$ cat config.mk
export PLATFORM = sky130hd
export DESIGN_NAME = command_frame_sanitizer
export DESIGN_NICKNAME = d
export VERILOG_FILES = /design/src/hw/rtl/cfs_pkg.sv /design/src/hw/rtl/command_frame_sanitizer.sv /design/src/hw/rtl/cfs_parse.sv
export SDC_FILE = /design/constraint.sdc
export NUM_CORES = 1
export LEC_CHECK = 0
export BUFFER_PORTS_ARGS = -buffer_cell sky130_fd_sc_hd__buf_2
export CAP_MARGIN = 20
export CORE_MARGIN = 10
export CORE_UTILIZATION = 36
export DETAILED_ROUTE_END_ITERATION = 10
export GPL_ROUTABILITY_DRIVEN = 0
export PLACE_DENSITY = 0.67
export SLEW_MARGIN = 20
export SYNTH_ARGS = -nofsm -noshare
export SYNTH_HDL_FRONTEND = slang
export SYNTH_SLANG_ARGS = --single-unit
$ cat constraint.sdc
create_clock -name clk_i -period 4.15 [get_ports clk_i]
set_input_delay 1.0375 -clock clk_i [delete_from_list [all_inputs] [get_ports clk_i]]
set_output_delay 1.0375 -clock clk_i [all_outputs]
set_load 0.02 [all_outputs]
$ cat src/hw/rtl/cfs_pkg.sv
// Shared types, character codes and byte classifiers for the command frame sanitizer.
// Used by cfs_parse and command_frame_sanitizer; depends on nothing else.
`default_nettype none

package cfs_pkg;

  localparam int unsigned MaxFrameBytes = 256;

  localparam logic [7:0] AddrMax = 8'd254;
  localparam logic [6:0] IdxMax  = 7'd63;
  localparam logic [6:0] IdxOver = 7'h7F;

  localparam logic [7:0] ChM      = 8'h6D;
  localparam logic [7:0] ChX      = 8'h58;
  localparam logic [7:0] ChStar   = 8'h2A;
  localparam logic [7:0] ChLf     = 8'h0A;
  localparam logic [7:0] ChCr     = 8'h0D;
  localparam logic [7:0] ChColon  = 8'h3A;
  localparam logic [7:0] ChZero   = 8'h30;
  localparam logic [7:0] ChNine   = 8'h39;
  localparam logic [7:0] ChPrintLo = 8'h20;
  localparam logic [7:0] ChPrintHi = 8'h7E;
  localparam logic [7:0] ChHome   = 8'h68;
  localparam logic [7:0] ChLc     = 8'h63;
  localparam logic [7:0] ChLd     = 8'h64;
  localparam logic [7:0] ChLe     = 8'h65;
  localparam logic [7:0] ChUr     = 8'h52;
  localparam logic [7:0] ChUf     = 8'h46;
  localparam logic [7:0] ChVer    = 8'h76;
  localparam logic [7:0] ChUa     = 8'h41;
  localparam logic [7:0] ChMinus  = 8'h2D;
  localparam logic [7:0] ChPlus   = 8'h2B;
  localparam logic [7:0] ChLo     = 8'h6F;
  localparam logic [7:0] ChLt     = 8'h74;
  localparam logic [7:0] ChLs     = 8'h73;
  localparam logic [7:0] ChLg     = 8'h67;
  localparam logic [7:0] ChLa     = 8'h61;
  localparam logic [7:0] ChLi     = 8'h69;
  localparam logic [7:0] ChLw     = 8'h77;

  // Register index of the configuration port.
  localparam logic RegQuiet = 1'b0;

  typedef enum logic [1:0] {
    ST_SEND  = 2'd0,
    ST_TERM  = 2'd1,
    ST_LONG  = 2'd2,
    ST_QUIET = 2'd3
  } status_e;

  typedef enum logic [1:0] {
    ACT_NONE  = 2'd0,
    ACT_CHAR  = 2'd1,
    ACT_INDEX = 2'd2,
    ACT_HOME  = 2'd3
  } action_e;

  typedef enum logic [2:0] {
    CL_FIXED,
    CL_QUERY,
    CL_DASH,
    CL_DIGITS,
    CL_WRITE,
    CL_OTHER
  } cmd_class_e;

  typedef enum logic [13:0] {
    PH_M       = 14'b00000000000001,
    PH_SEL     = 14'b00000000000010,
    PH_ADDR    = 14'b00000000000100,
    PH_NOCMD   = 14'b00000000001000,
    PH_CMDWAIT = 14'b00000000010000,
    PH_DONE    = 14'b00000000100000,
    PH_WHOLE   = 14'b00000001000000,
    PH_DASH    = 14'b00000010000000,
    PH_DIG0    = 14'b00000100000000,
    PH_DIGRUN  = 14'b00001000000000,
    PH_W0      = 14'b00010000000000,
    PH_W1      = 14'b00100000000000,
    PH_W2      = 14'b01000000000000,
    PH_W3      = 14'b10000000000000
  } phase_e;

  function automatic logic is_digit(input logic [7:0] c);
    return (c >= ChZero) && (c <= ChNine);
  endfunction

  function automatic logic is_term(input logic [7:0] c);
    return (c == ChLf) || (c == ChCr);
  endfunction

  function automatic cmd_class_e cmd_class(input logic [7:0] c);
    cmd_class_e cl;
    case (c)
      ChHome, ChLc, ChLd, ChLe, ChUr, ChUf:          cl = CL_FIXED;
      ChVer, ChUa:                                   cl = CL_QUERY;
      ChMinus:                                       cl = CL_DASH;
      ChPlus, ChLo, ChLt, ChLs, ChLg, ChLa, ChLi:    cl = CL_DIGITS;
      ChLw:                                          cl = CL_WRITE;
      default:                                       cl = CL_OTHER;
    endcase
    return cl;
  endfunction

endpackage

`default_nettype wire

$ cat src/hw/rtl/command_frame_sanitizer.sv
// Command frame sanitizer: bytes in on a stream slave, one verdict per frame out on a master.
// Depends on cfs_pkg and cfs_parse.
//
// Usage: frame bytes arrive on s_axis (tdata = byte, tlast = last byte of the frame,
// tuser = raw mode, taken from the first byte). Each byte is registered and parsed in
// the following cycle; the parser is a small state update, so one byte is taken every
// cycle unless a last byte waits. Only the last byte of a frame yields a request on m_axis,
// carrying the verdict (status, send length, newline, trim flag, command, address,
// broadcast, motion and tracking fields). The last byte passes the input register
// and the parse step into the verdict register, which drives m_axis_tvalid_o.
// Throughput is one byte per cycle, frames back to back, while the receiver takes
// each verdict as it comes.
// When the receiver stalls with a verdict waiting, bytes that are not a frame's last
// keep flowing; a last byte waits in the input register and stalls s_axis behind it.
// Reset clears the frame in flight and the quiet-time register; the block is ready
// straight out of reset. The APB port holds one register, decoded on paddr[2] == 0
// (addresses 0 to 3): bit 0 enables quiet time, which suppresses display motion
// frames. Write it only while no frame is in flight.
`default_nettype none

module command_frame_sanitizer import cfs_pkg::*; #(
  parameter int unsigned MAX_FRAME_BYTES = MaxFrameBytes,
  localparam int unsigned LenW  = $clog2(MAX_FRAME_BYTES + 1),
  localparam int unsigned VerdW = LenW + 39,
  localparam int unsigned OutW  = ((VerdW + 7) / 8) * 8
) (
  input  wire logic            clk_i,
  input  wire logic            rst_ni,
  // frame_byte
  input  wire logic [7:0]      s_axis_tdata_i,
  input  wire logic            s_axis_tvalid_i,
  output logic                 s_axis_tready_o,
  input  wire logic            s_axis_tlast_i,
  // raw_mode
  input  wire logic            s_axis_tuser_i,
  // status, send_length, append_newline, was_trimmed, command_char, module_address,
  // is_broadcast, is_display_motion, tracking_action, shown_char, flap_index
  output logic [OutW-1:0]      m_axis_tdata_o,
  output logic                 m_axis_tvalid_o,
  input  wire logic            m_axis_tready_i,
  input  wire logic            psel,
  input  wire logic            penable,
  input  wire logic            pwrite,
  input  wire logic [2:0]      paddr,
  input  wire logic [31:0]     pwdata,
  output logic [31:0]          prdata,
  output logic                 pready
);

  logic             in_vld_q, in_last_q, in_raw_q;
  logic [7:0]       in_byte_q;
  logic             out_vld_q, out_free, step;
  logic [VerdW-1:0] out_q, verdict;
  logic             quiet_q;

  assign out_free        = !out_vld_q || m_axis_tready_i;
  assign step            = in_vld_q && (!in_last_q || out_free);
  assign s_axis_tready_o = !in_vld_q || step;

  always_ff @(posedge clk_i or negedge rst_ni) begin
    if (!rst_ni) begin
      in_vld_q <= 1'b0;
    end else if (s_axis_tready_o) begin
      in_vld_q <= s_axis_tvalid_i;
    end
  end

  always_ff @(posedge clk_i) begin
    if (s_axis_tready_o && s_axis_tvalid_i) begin
      in_byte_q <= s_axis_tdata_i;
      in_last_q <= s_axis_tlast_i;
      in_raw_q  <= s_axis_tuser_i;
    end
  end

  cfs_parse #(
    .MAX_FRAME_BYTES(MAX_FRAME_BYTES)
  ) u_parse (
    .clk_i    (clk_i),
    .rst_ni   (rst_ni),
    .step_i   (step),
    .byte_i   (in_byte_q),
    .last_i   (in_last_q),
    .raw_i    (in_raw_q),
    .quiet_i  (quiet_q),
    .verdict_o(verdict)
  );

  always_ff @(posedge clk_i or negedge rst_ni) begin
    if (!rst_ni) begin
      out_vld_q <= 1'b0;
    end else if (out_free) begin
      out_vld_q <= step && in_last_q;
    end
  end

  always_ff @(posedge clk_i) begin
    if (step && in_last_q) begin
      out_q <= verdict;
    end
  end

  assign m_axis_tvalid_o = out_vld_q;
  assign m_axis_tdata_o  = OutW'(out_q);

  // Configuration register.
  assign pready = 1'b1;
  assign prdata = (paddr[2] == RegQuiet) ? {31'd0, quiet_q} : 32'd0;

  always_ff @(posedge clk_i or negedge rst_ni) begin
    if (!rst_ni) begin
      quiet_q <= 1'b0;
    end else if (psel && penable && pwrite && pready && paddr[2] == RegQuiet) begin
      quiet_q <= pwdata[0];
    end
  end

  a_stall_only_on_last: assert property (@(posedge clk_i) disable iff (!rst_ni)
    !s_axis_tready_o |-> in_vld_q && in_last_q && out_vld_q)
    else $error("input stalled without a waiting final byte");

  a_verdict_follows_last: assert property (@(posedge clk_i) disable iff (!rst_ni)
    step && in_last_q |=> m_axis_tvalid_o)
    else $error("final byte gave no verdict request");

  a_verdict_held: assert property (@(posedge clk_i) disable iff (!rst_ni)
    m_axis_tvalid_o && !m_axis_tready_i |=> m_axis_tvalid_o && $stable(out_q))
    else $error("waiting verdict changed or dropped");

endmodule

`default_nettype wire

$ cat src/hw/rtl/cfs_parse.sv
// Per-byte frame parser: holds the parse state of the frame in flight and forms the verdict.
// Depends on cfs_pkg.
`default_nettype none

module cfs_parse import cfs_pkg::*; #(
  parameter int unsigned MAX_FRAME_BYTES = MaxFrameBytes,
  localparam int unsigned PosW  = $clog2(MAX_FRAME_BYTES + 2),
  localparam int unsigned LenW  = $clog2(MAX_FRAME_BYTES + 1),
  localparam int unsigned VerdW = LenW + 39
) (
  input  wire logic             clk_i,
  input  wire logic             rst_ni,
  input  wire logic             step_i,
  input  wire logic [7:0]       byte_i,
  input  wire logic             last_i,
  input  wire logic             raw_i,
  input  wire logic             quiet_i,
  output logic [VerdW-1:0]      verdict_o
);

  // Declared high field first so that status lands in the lowest bits.
  typedef struct packed {
    logic [6:0]      findex;
    logic [7:0]      shown;
    action_e         action;
    logic            motion;
    logic            bc;
    logic [7:0]      addr;
    logic [7:0]      cmd;
    logic            trim;
    logic            nl;
    logic [LenW-1:0] send_len;
    status_e         status;
  } verdict_t;

  localparam logic [PosW-1:0] PosMax = PosW'(MAX_FRAME_BYTES);

  phase_e          phase_q, phase_nx;
  logic [PosW-1:0] pos_q, pos_nx, end_q, end_nx;
  logic [7:0]      addr_q, addr_nx, cmd_q, cmd_nx, pay_q, pay_nx;
  logic [6:0]      idx_q, idx_nx;
  logic            bc_q, bc_nx, cmd_vld_q, cmd_vld_nx, has_pay_q, has_pay_nx;
  logic            raw_q, raw_nx, content_q;
  verdict_t        snap_q, cur_v, res_v;

  logic            dig, start_cmd, home, motion;
  logic [3:0]      dval;
  logic [11:0]     addr_step;
  logic [9:0]      idx_step;
  logic [7:0]      cmd_eff;
  logic [PosW-1:0] cut_len;

  assign dig       = is_digit(byte_i);
  assign dval      = byte_i[3:0];
  assign addr_step = {1'b0, addr_q, 3'b000} + {3'b000, addr_q, 1'b0} + {8'd0, dval};
  assign idx_step  = {idx_q, 3'b000} + {2'b00, idx_q, 1'b0} + {6'd0, dval};

  always_comb begin
    phase_nx   = phase_q;
    end_nx     = end_q;
    addr_nx    = addr_q;
    cmd_nx     = cmd_q;
    pay_nx     = pay_q;
    idx_nx     = idx_q;
    bc_nx      = bc_q;
    cmd_vld_nx = cmd_vld_q;
    has_pay_nx = has_pay_q;
    start_cmd  = 1'b0;
    pos_nx     = (pos_q > PosMax) ? pos_q : pos_q + 1'b1;
    raw_nx     = (pos_q == '0) ? raw_i : raw_q;

    if (cmd_vld_q && !has_pay_q) begin
      pay_nx     = byte_i;
      has_pay_nx = 1'b1;
    end

    case (phase_q)
      PH_M: begin
        phase_nx = (byte_i == ChM) ? PH_SEL : PH_NOCMD;
      end
      PH_SEL: begin
        if (byte_i == ChStar) begin
          phase_nx = PH_CMDWAIT;
          bc_nx    = 1'b1;
        end else if (dig && byte_i != ChX) begin
          phase_nx = PH_ADDR;
          addr_nx  = {4'd0, dval};
        end else begin
          phase_nx = PH_NOCMD;
        end
      end
      PH_ADDR: begin
        if (dig) begin
          addr_nx = (addr_step > 12'd255) ? 8'hFF : addr_step[7:0];
        end else if (addr_q > AddrMax) begin
          phase_nx = PH_NOCMD;
        end else begin
          start_cmd = 1'b1;
        end
      end
      PH_CMDWAIT: begin
        start_cmd = 1'b1;
      end
      PH_DASH: begin
        phase_nx = PH_DONE;
        end_nx   = pos_q + 1'b1;
      end
      PH_DIG0: begin
        if (dig) begin
          phase_nx = PH_DIGRUN;
          idx_nx   = {3'd0, dval};
        end else begin
          phase_nx = PH_WHOLE;
        end
      end
      PH_DIGRUN: begin
        if (dig) begin
          // Once the index is past its range it stays at the out-of-range mark.
          if (idx_q <= IdxMax) begin
            idx_nx = (idx_step > 10'd63) ? IdxOver : idx_step[6:0];
          end
        end else begin
          phase_nx = PH_DONE;
          end_nx   = pos_q;
        end
      end
      PH_W0: begin
        phase_nx = dig ? PH_W1 : PH_WHOLE;
      end
      PH_W1: begin
        if (byte_i == ChColon) begin
          phase_nx = PH_W2;
        end else if (!dig) begin
          phase_nx = PH_WHOLE;
        end
      end
      PH_W2: begin
        phase_nx = dig ? PH_W3 : PH_WHOLE;
      end
      PH_W3: begin
        if (!dig) begin
          phase_nx = PH_DONE;
          end_nx   = pos_q;
        end
      end
      PH_DONE, PH_WHOLE, PH_NOCMD: begin
        phase_nx = phase_q;
      end
      default: begin
        phase_nx = PH_NOCMD;
      end
    endcase

    if (start_cmd) begin
      cmd_nx     = byte_i;
      cmd_vld_nx = 1'b1;
      case (cmd_class(byte_i))
        CL_FIXED: begin
          phase_nx = PH_DONE;
          end_nx   = pos_q + 1'b1;
        end
        CL_QUERY: begin
          phase_nx = bc_q ? PH_WHOLE : PH_DONE;
          end_nx   = pos_q + 1'b1;
        end
        CL_DASH:   phase_nx = PH_DASH;
        CL_DIGITS: phase_nx = PH_DIG0;
        CL_WRITE:  phase_nx = PH_W0;
        default:   phase_nx = PH_WHOLE;
      endcase
    end
  end

  // Verdict for the frame as if it ended with the current byte.
  always_comb begin
    cmd_eff = cmd_vld_nx ? cmd_nx : 8'd0;
    cut_len = (phase_nx == PH_DONE) ? end_nx : pos_nx;
    home    = (cmd_eff == ChHome) && (!raw_nx || !has_pay_nx || is_term(pay_nx));
    motion  = (cmd_eff == ChMinus) || (cmd_eff == ChPlus) || home;

    cur_v        = '0;
    cur_v.cmd    = cmd_eff;
    cur_v.addr   = (cmd_eff != 8'd0 && !bc_nx) ? addr_nx : 8'd0;
    cur_v.bc     = (cmd_eff != 8'd0) && bc_nx;
    cur_v.motion = motion;
    cur_v.trim   = !raw_nx && (cut_len < pos_nx);
    cur_v.status = ST_SEND;
    cur_v.action = ACT_NONE;

    if (quiet_i && motion) begin
      cur_v.status = ST_QUIET;
    end else begin
      cur_v.send_len = raw_nx ? LenW'(pos_nx) : LenW'(cut_len);
      cur_v.nl       = !raw_nx && !((cmd_eff == ChVer) && !bc_nx);
      if (cmd_eff == ChMinus) begin
        if (has_pay_nx && pay_nx >= ChPrintLo && pay_nx <= ChPrintHi) begin
          cur_v.action = ACT_CHAR;
          cur_v.shown  = pay_nx;
        end
      end else if (cmd_eff == ChPlus) begin
        if (has_pay_nx && is_digit(pay_nx)) begin
          cur_v.action = ACT_INDEX;
          cur_v.findex = idx_nx;
        end
      end else if (home) begin
        cur_v.action = ACT_HOME;
      end
    end

    res_v = '0;
    if (pos_q >= PosMax) begin
      res_v.status = ST_LONG;
    end else if (raw_nx || !is_term(byte_i)) begin
      res_v = cur_v;
    end else if (content_q) begin
      // Trailing terminators: the verdict stands as of the last content byte.
      res_v = snap_q;
    end else begin
      res_v.status = ST_TERM;
    end
  end

  assign verdict_o = res_v;

  always_ff @(posedge clk_i or negedge rst_ni) begin
    if (!rst_ni) begin
      phase_q   <= PH_M;
      pos_q     <= '0;
      end_q     <= '0;
      addr_q    <= '0;
      cmd_q     <= '0;
      pay_q     <= '0;
      idx_q     <= '0;
      bc_q      <= 1'b0;
      cmd_vld_q <= 1'b0;
      has_pay_q <= 1'b0;
      raw_q     <= 1'b0;
      content_q <= 1'b0;
    end else if (step_i) begin
      if (last_i) begin
        phase_q   <= PH_M;
        pos_q     <= '0;
        end_q     <= '0;
        addr_q    <= '0;
        cmd_q     <= '0;
        pay_q     <= '0;
        idx_q     <= '0;
        bc_q      <= 1'b0;
        cmd_vld_q <= 1'b0;
        has_pay_q <= 1'b0;
        raw_q     <= 1'b0;
        content_q <= 1'b0;
      end else begin
        phase_q   <= phase_nx;
        pos_q     <= pos_nx;
        end_q     <= end_nx;
        addr_q    <= addr_nx;
        cmd_q     <= cmd_nx;
        pay_q     <= pay_nx;
        idx_q     <= idx_nx;
        bc_q      <= bc_nx;
        cmd_vld_q <= cmd_vld_nx;
        has_pay_q <= has_pay_nx;
        raw_q     <= raw_nx;
        if (!is_term(byte_i)) begin
          content_q <= 1'b1;
        end
      end
    end
  end

  always_ff @(posedge clk_i) begin
    if (step_i && !is_term(byte_i)) begin
      snap_q <= cur_v;
    end
  end

  // The byte count saturates on overlong frames, so the bound holds only within the buffer.
  a_done_end_in_frame: assert property (@(posedge clk_i) disable iff (!rst_ni)
    phase_q == PH_DONE && pos_q <= PosMax |-> end_q <= pos_q)
    else $error("command end lies beyond the bytes seen");

  a_payload_after_cmd: assert property (@(posedge clk_i) disable iff (!rst_ni)
    has_pay_q |-> cmd_vld_q)
    else $error("payload captured without a command byte");

  a_frame_restart: assert property (@(posedge clk_i) disable iff (!rst_ni)
    step_i && last_i |=> pos_q == '0 && !content_q && phase_q == PH_M)
    else $error("frame state not cleared after the last byte");

endmodule

`default_nettype wire
Yosys cells after proc, flatten, opt, wreduce, memory -nomap -nowiden
Index checks and enable logic that the tools add are counted.
- word-level logic and storage cells: 223
- input port bits: 52
- register bits: 177
- output and inout port bits: 83
- equality and inequality tests: 49
- $lt $le $gt $ge: 13
- multiplexer cells: 75
- bitwise gates (word level): 1
- reductions and logical operators: 50
- add/subtract/negate cells: 5
- operators by type and width (cell ; number):
    $eq A8 B7 Y1 const B ; 18
    $pmux W14 S10 ; 1
    $mux W14 ; 9
    $mux W8 ; 12
    $mux W9 ; 8
    $pmux W14 S5 ; 1
    $mux W7 ; 9
    $eq A8 B6 Y1 const B ; 6
    $mux W48 ; 1
    $mux W46 ; 1
    $eq A8 B4 Y1 const B ; 4
    $mux W10 ; 3
    $eq A14 B6 Y1 const B ; 2
    $ge A8 B6 Y1 const B ; 3
    $logic_and A1 B1 Y1 ; 21
    $pmux W9 S2 ; 1
    $mux W17 ; 1
    $le A8 B6 Y1 const B ; 2
    $pmux W8 S2 ; 1
    $pmux W3 S5 ; 1
    $eq A14 B1 Y1 const B ; 1
    $eq A14 B10 Y1 const B ; 1
    $eq A14 B11 Y1 const B ; 1
    $eq A14 B12 Y1 const B ; 1
    other kinds (45) ; 84

Logic depth before layout (Yosys ltp)
- word-level depth: 13
- depth in mapped cells: 19
- gate-level depth less buffers: 15

Hierarchy
From an unflattened synthesis, not the netlist that was laid out.
- cells, all modules: 1088
- area total of the unflattened synthesis: 10725.3 µm²
- modules (own cells, without submodules) (module ; instances ; cells each ; seq. area each (µm²) ; area an instance (µm²)):
    cfs_parse ; 1 ; 982 ; 3114.2 ; 8583.2
    command_frame_sanitizer ; 1 ; 106 ; 1816.7 ; 2142.1

Least setup slack after synthesis
Ideal clock, no wire load.
- kind: register -> register
- start: register u_parse.phase_q[5]
- end: register out_q[12], in the netlist m_axis_tdata_o[12], data pin
- buffers on the path: 3
- slack: 0.168 ns
- library setup time: 0.134 ns
- arrival: 3.848 ns
- required time: 4.016 ns
- stages on the path, launching flop included: 19
- clock period less this slack: 3.982 ns
- path through: dfrtp_1 -> buf_2 -> nor4b_1 -> nand4_4 -> o32ai_4 -> buf_2 -> a31oi_1 -> and2_1 -> clkbuf_1 -> a32o_1 -> a21oi_1 -> mux2i_1 -> ha_1 -> a21o_1 -> a21o_1 -> a21oi_1 -> o21ai_0 -> a31oi_1 -> a32o_1
- word-level cells in the longest chain between the ends: 9
- elaborated cells on any way between the ends: 32
- classes of those cells: 1 x order compare; 15 x eq/ne; 13 x mux; 3 x reduce/logical
- RTL lines (item ; line ; source):
    from (decl) ; cfs_parse.sv:38 ; phase_e phase_q, phase_nx;
    from (signal assigned) ; cfs_parse.sv:254 ; phase_q <= phase_nx;
    $eq A14 B6 Y1, or another cell as far along ; cfs_parse.sv:77 ; case (phase_q)
    $reduce_or A4 Y1 (no source line), or another cell as far along ; n/a ;
    $pmux W14 S10 / $pmux W9 S2 (equally long branches) ; cfs_parse.sv:77 ;
    $mux W14 / $mux W9 (equally long branches) ; n/a ;
    $eq A14 B6 Y1 / $mux W9 (equally long branches) ; cfs_parse.sv:177, cfs_parse.sv:154 ;
    $mux W9 * ; cfs_parse.sv:177 ; cut_len = (phase_nx == PH_DONE) ? end_nx : pos_nx;
    $lt A9 B9 Y1 * ; cfs_parse.sv:186 ; cur_v.trim = !raw_nx && (cut_len < pos_nx);
    $logic_and A1 B1 Y1 * ; cfs_parse.sv:186 ;
    $mux W48 * ; cfs_parse.sv:213 ; end else if (raw_nx || !is_term(byte_i)) begin
    to (signal assigned) ; command_frame_sanitizer.sv:99 ; out_q <= verdict;
    to (decl) ; command_frame_sanitizer.sv:53 ; logic [VerdW-1:0] out_q, verdict;
Mark *: on every way between the ends. The rest lies on a longest branch, timed or not.
A chain may end at the register's enable or synchronous reset.

Worst setup path in the final report
- start: register in_byte_q[0]
- end: register out_q[12], in the netlist m_axis_tdata_o[12], data pin
- word-level cells in the longest chain between the ends: 12
- elaborated cells on any way between the ends: 65
- classes of those cells: 3 x order compare; 28 x eq/ne; 23 x mux; 11 x reduce/logical
- RTL lines (item ; line ; source):
    from (decl) ; command_frame_sanitizer.sv:51 ; logic [7:0] in_byte_q;
    from (signal assigned) ; command_frame_sanitizer.sv:70 ; in_byte_q <= s_axis_tdata_i;
    $eq A8 B6 Y1, or another cell as far along ; cfs_pkg.sv:94 ; case (c)
    $reduce_or A7 Y1, or another cell as far along ; cfs_pkg.sv:94 ;
    $pmux W3 S5 / $logic_and A1 B1 Y1 (equally long branches) ; cfs_pkg.sv:94, cfs_parse.sv:85 ;
    $mux W3 / $mux W4 (equally long branches) ; cfs_parse.sv:154, cfs_parse.sv:85 ;
    $eq A3 B3 Y1, or another cell as far along ; cfs_parse.sv:157 ; case (cmd_class(byte_i))
    $pmux W14 S5, or another cell as far along ; cfs_parse.sv:157 ;
    $mux W14 / $mux W9 (equally long branches) ; n/a ;
    $eq A14 B6 Y1 / $mux W9 (equally long branches) ; cfs_parse.sv:177, cfs_parse.sv:154 ;
    $mux W9 ; cfs_parse.sv:177 ;
    $lt A9 B9 Y1 ; cfs_parse.sv:186 ;
    $logic_and A1 B1 Y1 ; cfs_parse.sv:186 ;
    $mux W48 * ; cfs_parse.sv:213 ;
Mark *: on every way between the ends. The rest lies on a longest branch, timed or not. The select of a mux whose other input is x is not followed.

==> summary.md <==
| Metric | Value |
|---|---|
| DIE HEIGHT | `191 microns` |
| CP max FO | `6` |
| Mux contribution to synthesized area | `0.0272` |
| Simple-gate share of the synthesized area | `0.214` |
| Row count | `between 60 and 70` |
| F_max | `about 260 MHz` |
| Routed vias | `8681` |
| Finish-stage setup viols | `0` |
| Worst hold path class | `reg -> reg` |
| Synth cell types | `between 70 and 80` |
| Die Area | `between 30000 and 40000 sq um` |
| Final #Nets | `around 1300` |
| WP data required | `between 4 and 5 ns` |
| Layout Skew | `roughly 0.012 ns` |
| Synth Area in Adders | `0.0527` |
| Non-filler instance count after layout | `~1600` |
| DRC violation count after routing | `0` |
| DPL Wire Length | `20.3 mm` |
| Final hold violation count | `0` |
| Critical Path AT | `around 4.1 ns` |
| Max-slew violations | `0` |
| Async set-reset flop share out of synthesis | `0.403` |
| RSZ-0062 raised after global routing | `yes` |
| Die W | `approximately 190 microns` |
| Sink Count | `between 150 and 200` |
| DR iter-0 viols | `658` |
| Combinational family with the most area after synthesis | `simple AND/OR/NAND/NOR gates` |
| Total leakage power | `approximately 5.1 nW` |
| CP peak stage delay | `approximately 0.70 ns` |
| Avg Cell Area, Syn | `about 9.7 sq um` |
| Synth Area in Compound Gates | `0.169` |
| Critical-path cell list | `or4b_2 > o311ai_1 > a221o_1 > a31oi_1 > and2_1 > buf_4 > a22oi_1 > o21ai_0 > nor2_1 > a21oi_1 > ha_1 > a21o_1 > a21oi_1 > o21ai_0 > a31oi_1 > a32o_1` |
| Reg2Reg Setup Slack | `~0.27 ns` |
| Least-Margin Pin Slew | `between 1 and 1.5 ns` |
| Mapped Area | `10600 sq um` |
| Placed Cells | `1533` |
| Worst Path Buf+Inv | `1` |
| Layout area overhead | `15.0%` |
| Hold_sp | `u_parse.pay_q[2]` |
| Min Clock Period, post-route | `3.88 ns` |
| TritonCTS clock tree | `done` |
| Reg clk slew, reported paths | `about 0.070 ns` |
| Initial antenna violation count | `1` |
| Cts bufs inserted | `17` |
| CTS Buffer Depth | `2` |
| Grt ovf | `0` |
| Max_slew headroom | `0.274` |
| Worst Setup End Kind | `register` |
| Antenna cell count | `0` |
| Synth Warn # | `0` |
| Status | `finished, final reports clean` |
| Final total power | `4.21 mW` |
| Worst-case vdd ir drop | `approximately 190 uV` |
| Input/output buffers | `just under 70` |
| Critical Path Slowest Stage Cell | `or4b_2` |
| Wirelength per Cell | `17.9 microns` |
| Core Region | `roughly 29000 sq um` |
| Tcrit/Tclk final | `0.935` |
| Clock root cell | `clkbuf_16` |
| WHS | `just under 0.5 ns` |
| Worst Setup SP | `in_byte_q[0]` |
| Gr usage total | `0.152` |
| Vias in the first global route | `roughly 8400` |
| First-pass GRT wire length | `between 40 and 50 mm` |
| Post-synth EDFFs | `around 110` |
| Share of cells above drive strength 1 | `0.174` |
| Reg2reg start | `in_byte_q[0]` |
| Ports | `135` |
| Top cell family by delay on the critical path | `compound AO/OA/AOI/OAI gates` |
| Setup CP Type | `reg -> reg` |
| Via density | `between 5 and 6` |
| Routed wire length | `about 28 mm` |
| DRT Pass-1 Iters | `6` |
| Mapped Cells | `roughly 1100` |
| Yosys reg bits | `between 150 and 200` |
| # fillers | `about 2800` |
| Starting Density | `0.367` |
| Sequential element share of the synthesized area | `0.467` |
| Htree depth | `4` |
| Largest net degree at the start of global routing | `between 70 and 80` |
| Placement Setup Slack | `0.196 ns` |
| # Max-Cap Violations | `0` |
| Post-route ant nets | `0` |
| Post-synth top flop | `edfxtp_1` |
| Pwr/cell area | `between 300 and 400 nW/um^2` |
| Xor and xnor area share after synthesis | `0.0133` |
| Worst setup margin | `0.268 ns` |
| Critical Path Start Type | `register` |
| Clk Latency, worst-skew pair | `about 0.45 ns` |
[repair_timing]
action,4_1_cts,5_1_grt
endpoints found under the setup margin,0,14
resized for setup,0,7
hold buffers,0,0
buffers inserted,0,6
[worst reg2reg max path, stage by stage, from the launching register on]
cell and delay, ns:
edfxtp_1 0.50, or4b_2 0.70, o311ai_1 0.13, a221o_1 0.25, a31oi_1 0.13, and2_1 0.21
buf_4 0.17, a22oi_1 0.16, o21ai_0 0.14, nor2_1 0.13, a21oi_1 0.06, ha_1 0.34
a21o_1 0.10, a21oi_1 0.05, o21ai_0 0.18, a31oi_1 0.13, a32o_1 0.24
[power breakdown]
part | switching (mW) | internal, mW
Clock | 0.752 | 0.875
Combinational | 0.363 | 0.195
Sequential | 0.0589 | 1.96
Total | 1.17 | 3.03
[layout make-up]
class	count	area, sq um	share of cell area
Multi-Input combinational cell	817	5170	0.426
Sequential cell	176	4930	0.406
Timing Repair Buffer	135	851	0.0701
Tap cell	384	480	0.0396
Clock buffer	18	439	0.0362
Clock inverter	14	163	0.0134
Inverter	27	101	0.00835
[synthesized netlist by cell type (24+ instances only)]
library cell    n  share of area
buf_4          33          0.023
nor2_1         86          0.031
edfxtp_1      105           0.30
dfrtp_1        70           0.17
and3_1         24          0.014
o21ai_0        86          0.041
nand2_1       132          0.047
a21oi_1        55          0.026
clkbuf_1       54          0.019
nand3_1        28          0.013
inv_1          26         0.0092
ha_1           38          0.045
[cell usage in the layout, fill, tap and decap left out, types with 9 or more instances in the layout]
master	instances
nand2_1	131
edfxtp_1	105
o21ai_0	86
nor2_1	84
dfrtp_1	70
buf_2	68
buf_4	65
a21oi_1	54
ha_1	38
conb_1	33
nand3_1	28
inv_1	25
and3_1	24
mux2i_1	23
a22o_1	23
nor3_1	21
a32o_1	20
nor2b_1	19
clkbuf_16	17
nand2b_1	16
nand4_1	14
o22ai_1	13
and2_1	12
o31ai_1	11
a31oi_1	10
xnor2_1	9
[cells by family after synthesis]
family / Yosys count
other: 2
buffers and inverters: 121
XOR/XNOR: 16
AND/OR/NAND/NOR: 429
flip-flops: 176
adder cells (fa/ha/maj): 42
multiplexers: 28
AO/OA/AOI/OAI: 269
[registers in the layout (all words and copies together), names as in the netlist, 7 cells and up]
| register | count |
|---|---|
| u_parse.end_q | 9 |
| m_axis_tdata_o | 48 |
| u_parse.cmd_q | 8 |
| u_parse.pay_q | 8 |
| u_parse.idx_q | 7 |
| u_parse.phase_q | 14 |
| u_parse.snap_q | 47 |
| u_parse.pos_q | 9 |
| in_byte_q | 8 |
| u_parse.addr_q | 8 |
[final timing paths]
| path | end | cells past startpoint |
|---|---|---|
| max | m_axis_tdata_o[12] | 16 |
| min | u_parse.pay_q[2] | 2 |
| max reg2reg | m_axis_tdata_o[12] | 16 |
| min reg2reg | u_parse.pay_q[2] | 2 |
| max in group asynchronous | u_parse.pay_q[0] | 1 |
| min in group asynchronous | u_parse.idx_q[5] | 1 |
[per-stage QoR]
stage                      util  instance area [sq um]  TNS, ns
after floorplan               -                  10700        0
after global placement    0.398                  11500        0
after detailed placement  0.399                  11500        0
after CTS                 0.419                  12100        0
after global routing      0.422                  12100  -0.0550
final                     0.422                  12100        0
[per-layer routing]
metal  vias to the layer above  global-route usage  share of wire
li1                       4135                   -              -
met1                      4196               0.192           0.44
met2                       300               0.250           0.47
met3                        48              0.0306          0.066
met4                         2              0.0595          0.024
met5                         -                   0        0.00046
Note: power is estimated with default switching activity, not from simulation.
